File: src/rtl/ndf_pkg.sv
`timescale 1ns / 1ps
// ----------------------------------------------------------------------------
// ndf_pkg: shared types and helpers for the nonce duplicate filter
// Holds the stored-entry layout, the command and status groups between the
// controller and the datapath, and the nonce masking helper.
// ----------------------------------------------------------------------------
package ndf_pkg;

	localparam int NDF_DEFAULT_ENTRIES = 64;
	localparam int NONCE_BYTES         = 8;
	localparam int NONCE_W             = 8 * NONCE_BYTES;
	localparam int LENGTH_W            = 4;

	// One stored nonce: its length and its bytes masked to that length.
	typedef struct packed {
		logic [LENGTH_W-1:0] len;
		logic [NONCE_W-1:0]  value;
	} entry_t;

	// Commands from the controller to the datapath.
	typedef struct packed {
		logic load;   // capture the incoming word and clear the hit flag
		logic issue;  // read the next stored entry for comparison
		logic write;  // store the captured nonce as the newest entry
	} ndf_cmd_t;

	// Status from the datapath to the controller.
	typedef struct packed {
		logic flag;        // captured word carries a nonce
		logic empty;       // no entry is stored yet
		logic last_issue;  // the read being issued is the last valid entry
		logic hit;         // a matching entry has been found
	} ndf_status_t;

	// Keep only the bytes below the given length; lengths of eight or more
	// keep all bytes.
	function automatic logic [NONCE_W-1:0] mask_nonce(
		input logic [NONCE_W-1:0]  value,
		input logic [LENGTH_W-1:0] len
	);
		logic [NONCE_W-1:0] res;
		res = '0;
		for (int b = 0; b < NONCE_BYTES; b++) begin
			if (len > LENGTH_W'(b)) begin
				res[8*b +: 8] = value[8*b +: 8];
			end
		end
		return res;
	endfunction

endpackage

File: src/rtl/ndf_datapath.sv
`timescale 1ns / 1ps
// ----------------------------------------------------------------------------
// ndf_datapath: nonce store and compare path
// Holds the ring of stored nonces, the fill count and write pointer, and
// compares one stored entry per cycle against the captured nonce.
// ----------------------------------------------------------------------------
module ndf_datapath #(
	parameter int NONCE_ENTRIES = ndf_pkg::NDF_DEFAULT_ENTRIES
) (
	input  logic                          clk,
	input  logic                          arst_n,
	input  ndf_pkg::ndf_cmd_t             cmd,
	output ndf_pkg::ndf_status_t          status,
	input  logic                          checks_nonce,
	input  logic [ndf_pkg::NONCE_W-1:0]   nonce_value,
	input  logic [ndf_pkg::LENGTH_W-1:0]  nonce_length,
	output logic                          is_duplicate
);
	import ndf_pkg::*;

	localparam int AW = (NONCE_ENTRIES > 1) ? $clog2(NONCE_ENTRIES) : 1;
	localparam int CW = $clog2(NONCE_ENTRIES + 1);

	entry_t mem [NONCE_ENTRIES];

	entry_t          key_q;
	logic            flag_q;
	logic            hit_q;
	logic [AW-1:0]   idx_q;
	logic [AW-1:0]   wr_ptr_q;
	logic [CW-1:0]   count_q;
	entry_t          rd_data_s1;
	logic            rd_vld_s1;

	// Memory write and registered read; the two never happen in one cycle.
	always_ff @(posedge clk) begin
		if (cmd.write) begin
			mem[wr_ptr_q] <= key_q;
		end
		if (cmd.issue) begin
			rd_data_s1 <= mem[idx_q];
		end
	end

	always_ff @(posedge clk) begin
		if (cmd.load) begin
			key_q.len   <= nonce_length;
			key_q.value <= mask_nonce(nonce_value, nonce_length);
			flag_q      <= checks_nonce;
		end
	end

	always_ff @(posedge clk or negedge arst_n) begin
		if (!arst_n) begin
			hit_q     <= 1'b0;
			idx_q     <= '0;
			wr_ptr_q  <= '0;
			count_q   <= '0;
			rd_vld_s1 <= 1'b0;
		end else begin
			rd_vld_s1 <= cmd.issue;
			if (cmd.load) begin
				hit_q <= 1'b0;
				idx_q <= '0;
			end else begin
				if (rd_vld_s1 && (rd_data_s1 == key_q)) begin
					hit_q <= 1'b1;
				end
				if (cmd.issue) begin
					idx_q <= idx_q + AW'(1);
				end
			end
			if (cmd.write) begin
				if (wr_ptr_q == AW'(NONCE_ENTRIES - 1)) begin
					wr_ptr_q <= '0;
				end else begin
					wr_ptr_q <= wr_ptr_q + AW'(1);
				end
				if (count_q != CW'(NONCE_ENTRIES)) begin
					count_q <= count_q + CW'(1);
				end
			end
		end
	end

	// Entries fill in ring order, so slot k is valid exactly when k < count.
	assign status.flag       = flag_q;
	assign status.empty      = (count_q == '0);
	assign status.last_issue = ((CW'(idx_q) + CW'(1)) == count_q);
	assign status.hit        = hit_q;

	assign is_duplicate = hit_q;

endmodule

File: src/rtl/ndf_ctrl.sv
`timescale 1ns / 1ps
// ----------------------------------------------------------------------------
// ndf_ctrl: sequencing controller for the nonce duplicate filter
// Accepts a word, walks the stored entries, decides between duplicate and
// store, and strobes the result.
// ----------------------------------------------------------------------------
module ndf_ctrl (
	input  logic                  clk,
	input  logic                  arst_n,
	input  logic                  start,
	output logic                  busy,
	output logic                  done,
	output ndf_pkg::ndf_cmd_t     cmd,
	input  ndf_pkg::ndf_status_t  status
);
	import ndf_pkg::*;

	typedef enum logic [2:0] {
		ST_IDLE,
		ST_DECIDE,
		ST_SCAN,
		ST_DRAIN,
		ST_RESOLVE,
		ST_WRITE,
		ST_REPORT
	} state_t;

	state_t state_q;

	always_ff @(posedge clk or negedge arst_n) begin
		if (!arst_n) begin
			state_q <= ST_IDLE;
		end else begin
			unique case (state_q)
				ST_IDLE: begin
					if (start) begin
						state_q <= ST_DECIDE;
					end
				end
				ST_DECIDE: begin
					priority if (!status.flag) begin
						state_q <= ST_REPORT;
					end else if (status.empty) begin
						state_q <= ST_WRITE;
					end else begin
						state_q <= ST_SCAN;
					end
				end
				ST_SCAN: begin
					if (status.last_issue) begin
						state_q <= ST_DRAIN;
					end
				end
				ST_DRAIN:   state_q <= ST_RESOLVE;
				ST_RESOLVE: state_q <= status.hit ? ST_REPORT : ST_WRITE;
				ST_WRITE:   state_q <= ST_REPORT;
				ST_REPORT:  state_q <= ST_IDLE;
				default:    state_q <= ST_IDLE;
			endcase
		end
	end

	assign busy      = (state_q != ST_IDLE);
	assign done      = (state_q == ST_REPORT);
	assign cmd.load  = (state_q == ST_IDLE) && start;
	assign cmd.issue = (state_q == ST_SCAN);
	assign cmd.write = (state_q == ST_WRITE);

endmodule

File: src/rtl/nonce_duplicate_filter.sv
`timescale 1ns / 1ps
// ----------------------------------------------------------------------------
// nonce_duplicate_filter: duplicate detection for packet nonces
// Keeps the most recent NONCE_ENTRIES distinct nonces and flags repeats.
// ----------------------------------------------------------------------------
// Usage:
// A word (checks_nonce, nonce_value, nonce_length) is taken at a rising edge
// where start is high and busy is low. Exactly one result follows: done is
// high for one cycle with is_duplicate valid beside it; the receiver cannot
// hold it off. busy stays high through the done cycle and falls right after
// it, so a new word is taken only once busy is low again.
// Path from the accepting edge to the done cycle:
//   nonce not checked:              straight to the result
//   store empty (nonce is stored):  the nonce is stored first
//   otherwise:                      every stored entry is scanned (at most
//                                   NONCE_ENTRIES), then on a miss the
//                                   nonce is stored.
// The nonce memory has a single read port: the stored entries are read and
// compared one per cycle. Reset (arst_n low) empties the store by clearing
// its fill count, so the block is ready at once.
// ----------------------------------------------------------------------------
module nonce_duplicate_filter #(
	parameter int NONCE_ENTRIES = ndf_pkg::NDF_DEFAULT_ENTRIES
) (
	input  logic                          clk,
	input  logic                          arst_n,
	input  logic                          start,
	output logic                          busy,
	input  logic                          checks_nonce,
	input  logic [ndf_pkg::NONCE_W-1:0]   nonce_value,
	input  logic [ndf_pkg::LENGTH_W-1:0]  nonce_length,
	output logic                          done,
	output logic                          is_duplicate
);
	import ndf_pkg::*;

	ndf_cmd_t    cmd;
	ndf_status_t status;

	// The controller sequences each word: capture, scan, decide, store.
	ndf_ctrl u_ctrl (
		.clk    (clk),
		.arst_n (arst_n),
		.start  (start),
		.busy   (busy),
		.done   (done),
		.cmd    (cmd),
		.status (status)
	);

	// The datapath holds the ring of nonces and the running hit flag; the
	// hit flag stays cleared for words that carry no nonce.
	ndf_datapath #(
		.NONCE_ENTRIES (NONCE_ENTRIES)
	) u_datapath (
		.clk          (clk),
		.arst_n       (arst_n),
		.cmd          (cmd),
		.status       (status),
		.checks_nonce (checks_nonce),
		.nonce_value  (nonce_value),
		.nonce_length (nonce_length),
		.is_duplicate (is_duplicate)
	);

endmodule

File: config.mk
export PLATFORM = sky130hd
export DESIGN_NAME = nonce_duplicate_filter
export DESIGN_NICKNAME = d
export VERILOG_FILES = /design/src/rtl/ndf_pkg.sv /design/src/rtl/ndf_datapath.sv /design/src/rtl/ndf_ctrl.sv /design/src/rtl/nonce_duplicate_filter.sv
export SDC_FILE = /design/constraint.sdc
export NUM_CORES = 2
export LEC_CHECK = 0
export BUFFER_PORTS_ARGS = -buffer_cell sky130_fd_sc_hd__clkbuf_2
export CAP_MARGIN = 20
export CORE_MARGIN = 10
export CORE_UTILIZATION = 33
export DETAILED_ROUTE_END_ITERATION = 12
export GPL_TIMING_DRIVEN = 0
export PLACE_DENSITY = 0.56
export SYNTH_ARGS = -nofsm -noshare
export SYNTH_HDL_FRONTEND = slang
export SYNTH_MEMORY_MAX_BITS = 65536
export SYNTH_SLANG_ARGS = --single-unit
File: constraint.sdc
create_clock -name clk -period 4.3 [get_ports clk]
set_input_delay 0.86 -clock clk [delete_from_list [all_inputs] [get_ports clk]]
set_output_delay 0.86 -clock clk [all_outputs]
set_load 0.005 [all_outputs]
Word-level counts from Yosys, hierarchy flattened
Memories as Yosys holds them, arrays and structs flattened. A register that Yosys moved wholly into a read port is not among the register bits.
Cells that the tools add are included.

storage, ports and cells
  bits in registers = 93
  bits in writable memories = 4352
  input port bits = 72
  output and inout port bits = 3
  memories kept = 1

memory list
  memory          words  bits a word  rd ports  clocked after Yosys merged registers in  wr ports  RTL line            source
  u_datapath.mem  64     68           1         1                                        1         ndf_datapath.sv:24  entry_t mem [NONCE_ENTRIES];

cells by class
  add/subtract/negate cells = 4
  order comparisons = 8
  equality and inequality tests = 12
  muxes and demuxes = 13
  reduce and logical (&&, ||, !) cells = 9

operators by type and width
  operator               count
  $eq A68 B68 Y1         1
  $mux W6                3
  $pmux W3 S6            1
  $gt A4 B3 Y1 const B   4
  $add A6 B1 Y6 const B  2
  $mux W3                4
  $eq A3 B3 Y1 const B   3
  $gt A4 B1 Y1 const B   2
  $gt A4 B2 Y1 const B   2
  $add A6 B1 Y7 const B  1
  $add A7 B1 Y7 const B  1
  $eq A7 B7 Y1           1
  $logic_not A7 Y1       1
  $ne A7 B7 Y1 const B   1
  $eq A3 B2 Y1 const B   2
  $eq A6 B6 Y1 const B   1
  $mux W1                4
  $ne A2 B2 Y1 const B   2
  $reduce_and A2 Y1      2
  $reduce_bool A2 Y1     2
  $eq A3 B1 Y1 const B   1
  $logic_not A3 Y1       1
  $reduce_bool A3 Y1     1
  $logic_and A1 B1 Y1    2
  $mux W2                1

Logic depth before layout (Yosys ltp)
  depth in word-level cells = 4
  depth in mapped cells = 10
  mapped depth without buffers = 7

Cells and area by module
From an unflattened synthesis, not the netlist that was laid out.

second synthesis, totals
  cells, all modules = 7340
  area total of the unflattened synthesis = 170897.7 um2

modules (own cells, without submodules)
  module        instances  cells an instance  area each (um2)  sequential area each (um2)
  ndf_datapath  1          7317               170659.9         135324.8
  ndf_ctrl      1          23                 237.7            75.1

Worst setup path after synthesis
OpenSTA, ideal clock, no wires.

  path kind = reg2reg
  from = reg u_ctrl.state_q[0]
  to = mem u_datapath.mem[62][0] (netlist name), enable pin
  arrival time = 4.188 ns
  data required time = 3.805 ns
  path slack = -0.382 ns
  stages on the path, launching flop included = 6
  buffers on the path = 1
  cells stage by stage = dfrtp_1 > clkbuf_1 > nand3b_1 > nor2_1 > nand3_1 > nor2_1

on the way
  cells in the longest elaborated chain, start to end = 3

RTL lines
  what                           RTL line            source
  start, declared                ndf_ctrl.sv:28      state_t state_q;
  start signal, assigned         ndf_ctrl.sv:55      ST_RESOLVE: state_q <= status.hit ? ST_REPORT : ST_WRITE;
  $eq A3 B3 Y1                   ndf_ctrl.sv:67      assign cmd.write = (state_q == ST_WRITE);
  $mux W1                        ndf_datapath.sv:37  if (cmd.write) begin
  $mux W1 (not written as such)  ndf_datapath.sv:38  mem[wr_ptr_q] <= key_q;
  end, declared                  ndf_datapath.sv:24

No other way between the ends.

==> flow_summary.html <==
<table>
<tr><th>Metric</th><th>Value</th></tr>
<tr><th colspan="2">Global routing</th></tr>
<tr><td>GRT overflow</td><td>0</td></tr>
<tr><td>Pin count of the biggest net entering global routing</td><td>57</td></tr>
<tr><td>First-pass GRT wire length</td><td>740000 um</td></tr>
<tr><td>Number of global-route vias before repair</td><td>86100</td></tr>
<tr><td>Tot GR Track Use</td><td>19.4%</td></tr>
<tr><td>Antenna violations before repair</td><td>46</td></tr>
<tr><th colspan="2">Placement</th></tr>
<tr><td>Placed cell count</td><td>14600</td></tr>
<tr><td>Hpwl dp</td><td>382000 um</td></tr>
<tr><td>Gpl congestion</td><td>0.862</td></tr>
<tr><td>Worst setup slack after placement</td><td>-1.01 ns</td></tr>
<tr><td>Number of buffers inserted by port buffering</td><td>74</td></tr>
<tr><th colspan="2">Synth</th></tr>
<tr><td>Netlist Area Pre-Place</td><td>0.172 sq mm</td></tr>
<tr><td>Synth area leader</td><td>sky130_fd_sc_hd__edfxtp_1</td></tr>
<tr><td>Largest family of logic cells by synthesized area</td><td>multiplexers</td></tr>
<tr><td>Net count after synthesis</td><td>7320</td></tr>
<tr><td>Post-Synth Adder-Cell Area</td><td>0.0292%</td></tr>
<tr><td>Simple-gate portion of the synthesized area</td><td>1.15%</td></tr>
<tr><td>Post-synthesis cell type count</td><td>55</td></tr>
<tr><td>Count of flip-flops with a built-in enable after synthesis</td><td>4489</td></tr>
<tr><td>Number of standard cells after synthesis</td><td>7244</td></tr>
<tr><td>Post-synthesis sequential area ratio</td><td>78.9%</td></tr>
<tr><td>Multiplexer share of the synthesized area</td><td>16.2%</td></tr>
<tr><td>Synthesized-area fraction occupied by xor and xnor cells</td><td>0.265%</td></tr>
<tr><td>Average instance area after synthesis</td><td>23.7 sq um</td></tr>
<tr><td>Dominant synthesized flop cell</td><td>sky130_fd_sc_hd__edfxtp_1</td></tr>
<tr><td>Count of warnings emitted by yosys</td><td>0</td></tr>
<tr><td>Count of state elements after synthesis</td><td>4513</td></tr>
<tr><td>Share of flip-flops with an asynchronous set or reset</td><td>0.532%</td></tr>
<tr><td>Compound-cell area share of the yosys netlist</td><td>2.33%</td></tr>
<tr><td>Area contributors post-synth</td><td>sky130_fd_sc_hd__edfxtp_1 79%, sky130_fd_sc_hd__mux4_2 15%, sky130_fd_sc_hd__mux2i_1 0.88%</td></tr>
<tr><td>Top cell type's share of synthesized area</td><td>78.5%</td></tr>
<tr><th colspan="2">Outcome</th></tr>
<tr><td>Result of the run</td><td>finished with violations</td></tr>
<tr><td>Violated checks</td><td>setup timing</td></tr>
<tr><th colspan="2">Clocking</th></tr>
<tr><td>CTS tree</td><td>built</td></tr>
<tr><td>Total clock buffers created by CTS</td><td>449</td></tr>
<tr><td>Clock sink count</td><td>4513</td></tr>
<tr><td>Root buffer cell</td><td>sky130_fd_sc_hd__clkbuf_16</td></tr>
<tr><td>Clock insertion delay at the later pin of the skew report</td><td>1.03 ns</td></tr>
<tr><td>H-tree lvl count</td><td>5</td></tr>
<tr><td>Clock slew at the register clock pins of the worst setup and hold paths</td><td>0.07 ns</td></tr>
<tr><td>Maximum clock insertion buffer count</td><td>4</td></tr>
<tr><th colspan="2">Floorplan</th></tr>
<tr><td>Horizontal die dimension</td><td>741 um</td></tr>
<tr><td>Area of the core</td><td>0.518 sq mm</td></tr>
<tr><td>Initial core utilization</td><td>33.2%</td></tr>
<tr><td>Chip Height</td><td>741 um</td></tr>
<tr><td>Cell row count</td><td>264</td></tr>
<tr><td>I/O pin total</td><td>75</td></tr>
<tr><td>Total die area</td><td>0.549 sq mm</td></tr>
<tr><th colspan="2">Power</th></tr>
<tr><td>Peak supply drop</td><td>0.412 mV</td></tr>
<tr><td>Overall power after layout</td><td>123000 uW</td></tr>
<tr><td>Switching power</td><td>38600 uW</td></tr>
<tr><td>Power density over the cells</td><td>602 mW/mm^2</td></tr>
<tr><td>Reg power frac</td><td>41.8%</td></tr>
<tr><td>Switching power as a share of total power</td><td>31.4%</td></tr>
<tr><td>Gate power share</td><td>27.1%</td></tr>
<tr><td>Leakage component of the power</td><td>0.0627 uW</td></tr>
<tr><td>Clock share of power</td><td>31.1%</td></tr>
<tr><td>Internal Power</td><td>84600 uW</td></tr>
<tr><th colspan="2">STA</th></tr>
<tr><td>Max Freq</td><td>228 MHz</td></tr>
<tr><td>Worst path setup slack after routing</td><td>-0.0897 ns</td></tr>
<tr><td>Period utilization</td><td>102%</td></tr>
<tr><td>Min cycle time layout</td><td>4.39 ns</td></tr>
<tr><td>Final setup violation count</td><td>37</td></tr>
<tr><td>Count of final hold-check violations</td><td>0</td></tr>
<tr><td>Worst Tran Pin Value</td><td>1.25 ns</td></tr>
<tr><td>Total Neg Setup Slack</td><td>-0.967 ns</td></tr>
<tr><td>Worst slew slack as a fraction of its limit</td><td>16.6%</td></tr>
<tr><td>Number of pins exceeding their max-slew limit in the final report</td><td>0</td></tr>
<tr><td>Clock skew</td><td>0.0900 ns</td></tr>
<tr><th colspan="2">Run</th></tr>
<tr><td>Max-cap viol count</td><td>0</td></tr>
<tr><th colspan="2">Cells and area</th></tr>
<tr><td>Filler cells</td><td>45200</td></tr>
<tr><td>Net count of the finished layout</td><td>8258</td></tr>
<tr><td>Sequential cell area in the final layout</td><td>0.135 sq mm</td></tr>
<tr><td>Final core occ</td><td>39.5%</td></tr>
<tr><td>Final Non-Filler Cells</td><td>15500</td></tr>
<tr><td>Footprint of the multi-input gates</td><td>0.0348 sq mm</td></tr>
<tr><td>Layout cell share with drive strength beyond 1</td><td>30.1%</td></tr>
<tr><td>P&amp;R area growth vs syn</td><td>19.2%</td></tr>
<tr><th colspan="2">Route</th></tr>
<tr><td>Mean routed wirelength per cell</td><td>35.4 um</td></tr>
<tr><td>Count of unresolved DRC violations after routing</td><td>0</td></tr>
<tr><td>Drt initial violations</td><td>13800</td></tr>
<tr><td>Vias after detailed routing</td><td>86800</td></tr>
<tr><td>Per-cell via count in the routed design</td><td>5.60</td></tr>
<tr><td>Drt first pass iters</td><td>6</td></tr>
<tr><td>Wirelength, routed</td><td>548000 um</td></tr>
<tr><td>Antenna viol nets, final</td><td>0</td></tr>
<tr><th colspan="2">Critical path</th></tr>
<tr><td>Worst R2R Start</td><td>u_datapath.idx_q[1]$_DFFE_PN0P_</td></tr>
<tr><td>Worst setup path startpoint</td><td>u_datapath.idx_q[1]$_DFFE_PN0P_</td></tr>
<tr><td>R2R setup slack</td><td>-0.09 ns</td></tr>
<tr><td>Arr. time, crit path</td><td>5.13 ns</td></tr>
<tr><td>Worst path required time</td><td>5.05 ns</td></tr>
<tr><td>Kind of start point of the critical path</td><td>flip-flop</td></tr>
<tr><td>Critical path class</td><td>reg2reg</td></tr>
<tr><td>Crit-path max FO</td><td>10</td></tr>
<tr><td>CP Capture Type</td><td>flip-flop</td></tr>
<tr><th colspan="2">Worst hold path</th></tr>
<tr><td>Hold Crit Class</td><td>in2reg</td></tr>
<tr><td>Hold path startpoint</td><td>nonce_value[2]</td></tr>
</table>
## through the flow
| stage | area (sq um) | hold WS [ns] |
|---|---|---|
| global placement | 181000 | 0.526 |
| CTS | 204000 | 0.0700 |
| detailed placement | 190000 | 0.553 |
| global route | 204000 | 0.115 |
| finish | 205000 | 0.138 |
| floorplan | 172000 | 0.487 |
## path summary, 6_finish.rpt
path / endpoint / cells after the start
setup / recovery: u_datapath.rd_data_s1[55]$_DFFE_PP_ / 9
min in group asynchronous: u_datapath.count_q[6]$_DFFE_PN0P_ / 2
setup reg to reg: u_datapath.rd_data_s1[55]$_DFFE_PP_ / 9
hold reg to reg: u_datapath.count_q[5]$_DFFE_PN0P_ / 1
max in group asynchronous: u_datapath.wr_ptr_q[5]$_DFFE_PN0P_ / 2
hold / removal: u_datapath.key_q[2]$_SDFFCE_PP0P_ / 2
## sequential cells by signal, indices dropped and copies added, names as in the netlist
signal / cells
u_datapath.rd_vld_s1: 1
u_datapath.mem: 4352
u_datapath.wr_ptr_q: 6
u_datapath.flag_q: 1
u_datapath.rd_data_s1: 68
u_datapath.idx_q: 6
u_ctrl.state_q: 3
u_datapath.key_q: 68
u_datapath.is_duplicate: 1
u_datapath.count_q: 7
## critical path, cell delays in order, from the launching register on
cell	delay [ns]
sky130_fd_sc_hd__dfrtp_1	0.36
sky130_fd_sc_hd__buf_2	0.39
sky130_fd_sc_hd__buf_4	0.50
sky130_fd_sc_hd__buf_4	0.42
sky130_fd_sc_hd__buf_4	0.48
sky130_fd_sc_hd__mux4_2	0.39
sky130_fd_sc_hd__a22o_1	0.29
sky130_fd_sc_hd__nor2_1	0.59
sky130_fd_sc_hd__a32oi_1	0.34
sky130_fd_sc_hd__o211a_1	0.28
## power by group through the flow
stage / Combinational [uW] / Clock, uW / Sequential [uW]
6_report: 33400 / 38300 / 51500
5_1_grt: 34300 / 40500 / 51500
4_1_cts: 33300 / 38700 / 51400
3_5_place_dp: 33100 / 0 / 52400
3_3_place_gp: 29800 / 0 / 54000
2_1_floorplan: 17100 / 0 / 52800
## cells by family (layout without fill, tap and decap cells)
family,Yosys count,after routing
xor gates and xnor gates,52,52
buffers and inverters,422,1730
AOI/OAI and AO/OA,535,535
other,0,28
adders and majority gates,4,4
DFF,4513,4513
and+or+nand+nor,400,400
muxes,1318,1318
## what timing repair did
item | 4_1_cts | 5_1_grt
pin swaps | 3 | 2
gates cloned | 0 | 0
gates resized for setup | 63 | 22
endpoints found under the hold margin | 25 | 0
hold buffers | 2 | 0
endpoints found under the setup margin | 113 | 64
setup buffers | 5 | 10
## layout by cell type (no fill, tap or decap), drive strengths merged, types with 74 or more instances in the layout
cell and count:
mux2i 151, o22ai 74, edfxtp 4489, buf 628, a22oi 124, clkbuf 804
clkinv 205, nand2 81, mux4 1163, nor2 124
## layer usage
layer	GRT usage, %	routed length, um	vias up
met5	0	135	-
met4	7.46	24100	22
met3	4.73	58400	993
met2	30.8	257000	5288
met1	25.8	209000	47300
li1	-	-	33200
## synth_stat cells (25+ instances only)
library cell / count
sky130_fd_sc_hd__a211oi_1: 40
sky130_fd_sc_hd__a21oi_1: 65
sky130_fd_sc_hd__a221oi_1: 25
sky130_fd_sc_hd__a22o_1: 72
sky130_fd_sc_hd__a22oi_1: 124
sky130_fd_sc_hd__a32oi_1: 25
sky130_fd_sc_hd__buf_1: 44
sky130_fd_sc_hd__buf_2: 122
sky130_fd_sc_hd__buf_4: 45
sky130_fd_sc_hd__clkbuf_1: 165
sky130_fd_sc_hd__edfxtp_1: 4489
sky130_fd_sc_hd__inv_1: 29
sky130_fd_sc_hd__mux2i_1: 151
sky130_fd_sc_hd__mux4_2: 1163
sky130_fd_sc_hd__nand2_1: 81
sky130_fd_sc_hd__nand2b_1: 37
sky130_fd_sc_hd__nor2_1: 124
sky130_fd_sc_hd__nor2b_1: 68
sky130_fd_sc_hd__o211a_1: 25
sky130_fd_sc_hd__o221ai_1: 42
sky130_fd_sc_hd__o22ai_1: 74
sky130_fd_sc_hd__xnor2_1: 43
## layout make-up
| cell class | instances | share of cell area (%) |
|---|---|---|
| Tap cell | 6916 | 4.23 |
| Multi-Input combinational cell | 2309 | 17.0 |
| Timing Repair Buffer | 488 | 4.55 |
| Antenna cell | 28 | 0.0343 |
| Sequential cell | 4513 | 66.2 |
| Inverter | 31 | 0.0606 |
| Clock buffer | 561 | 5.73 |
| Buffer | 390 | 0.991 |
| Clock inverter | 260 | 1.18 |
Note: power is estimated with default switching activity, not from simulation.
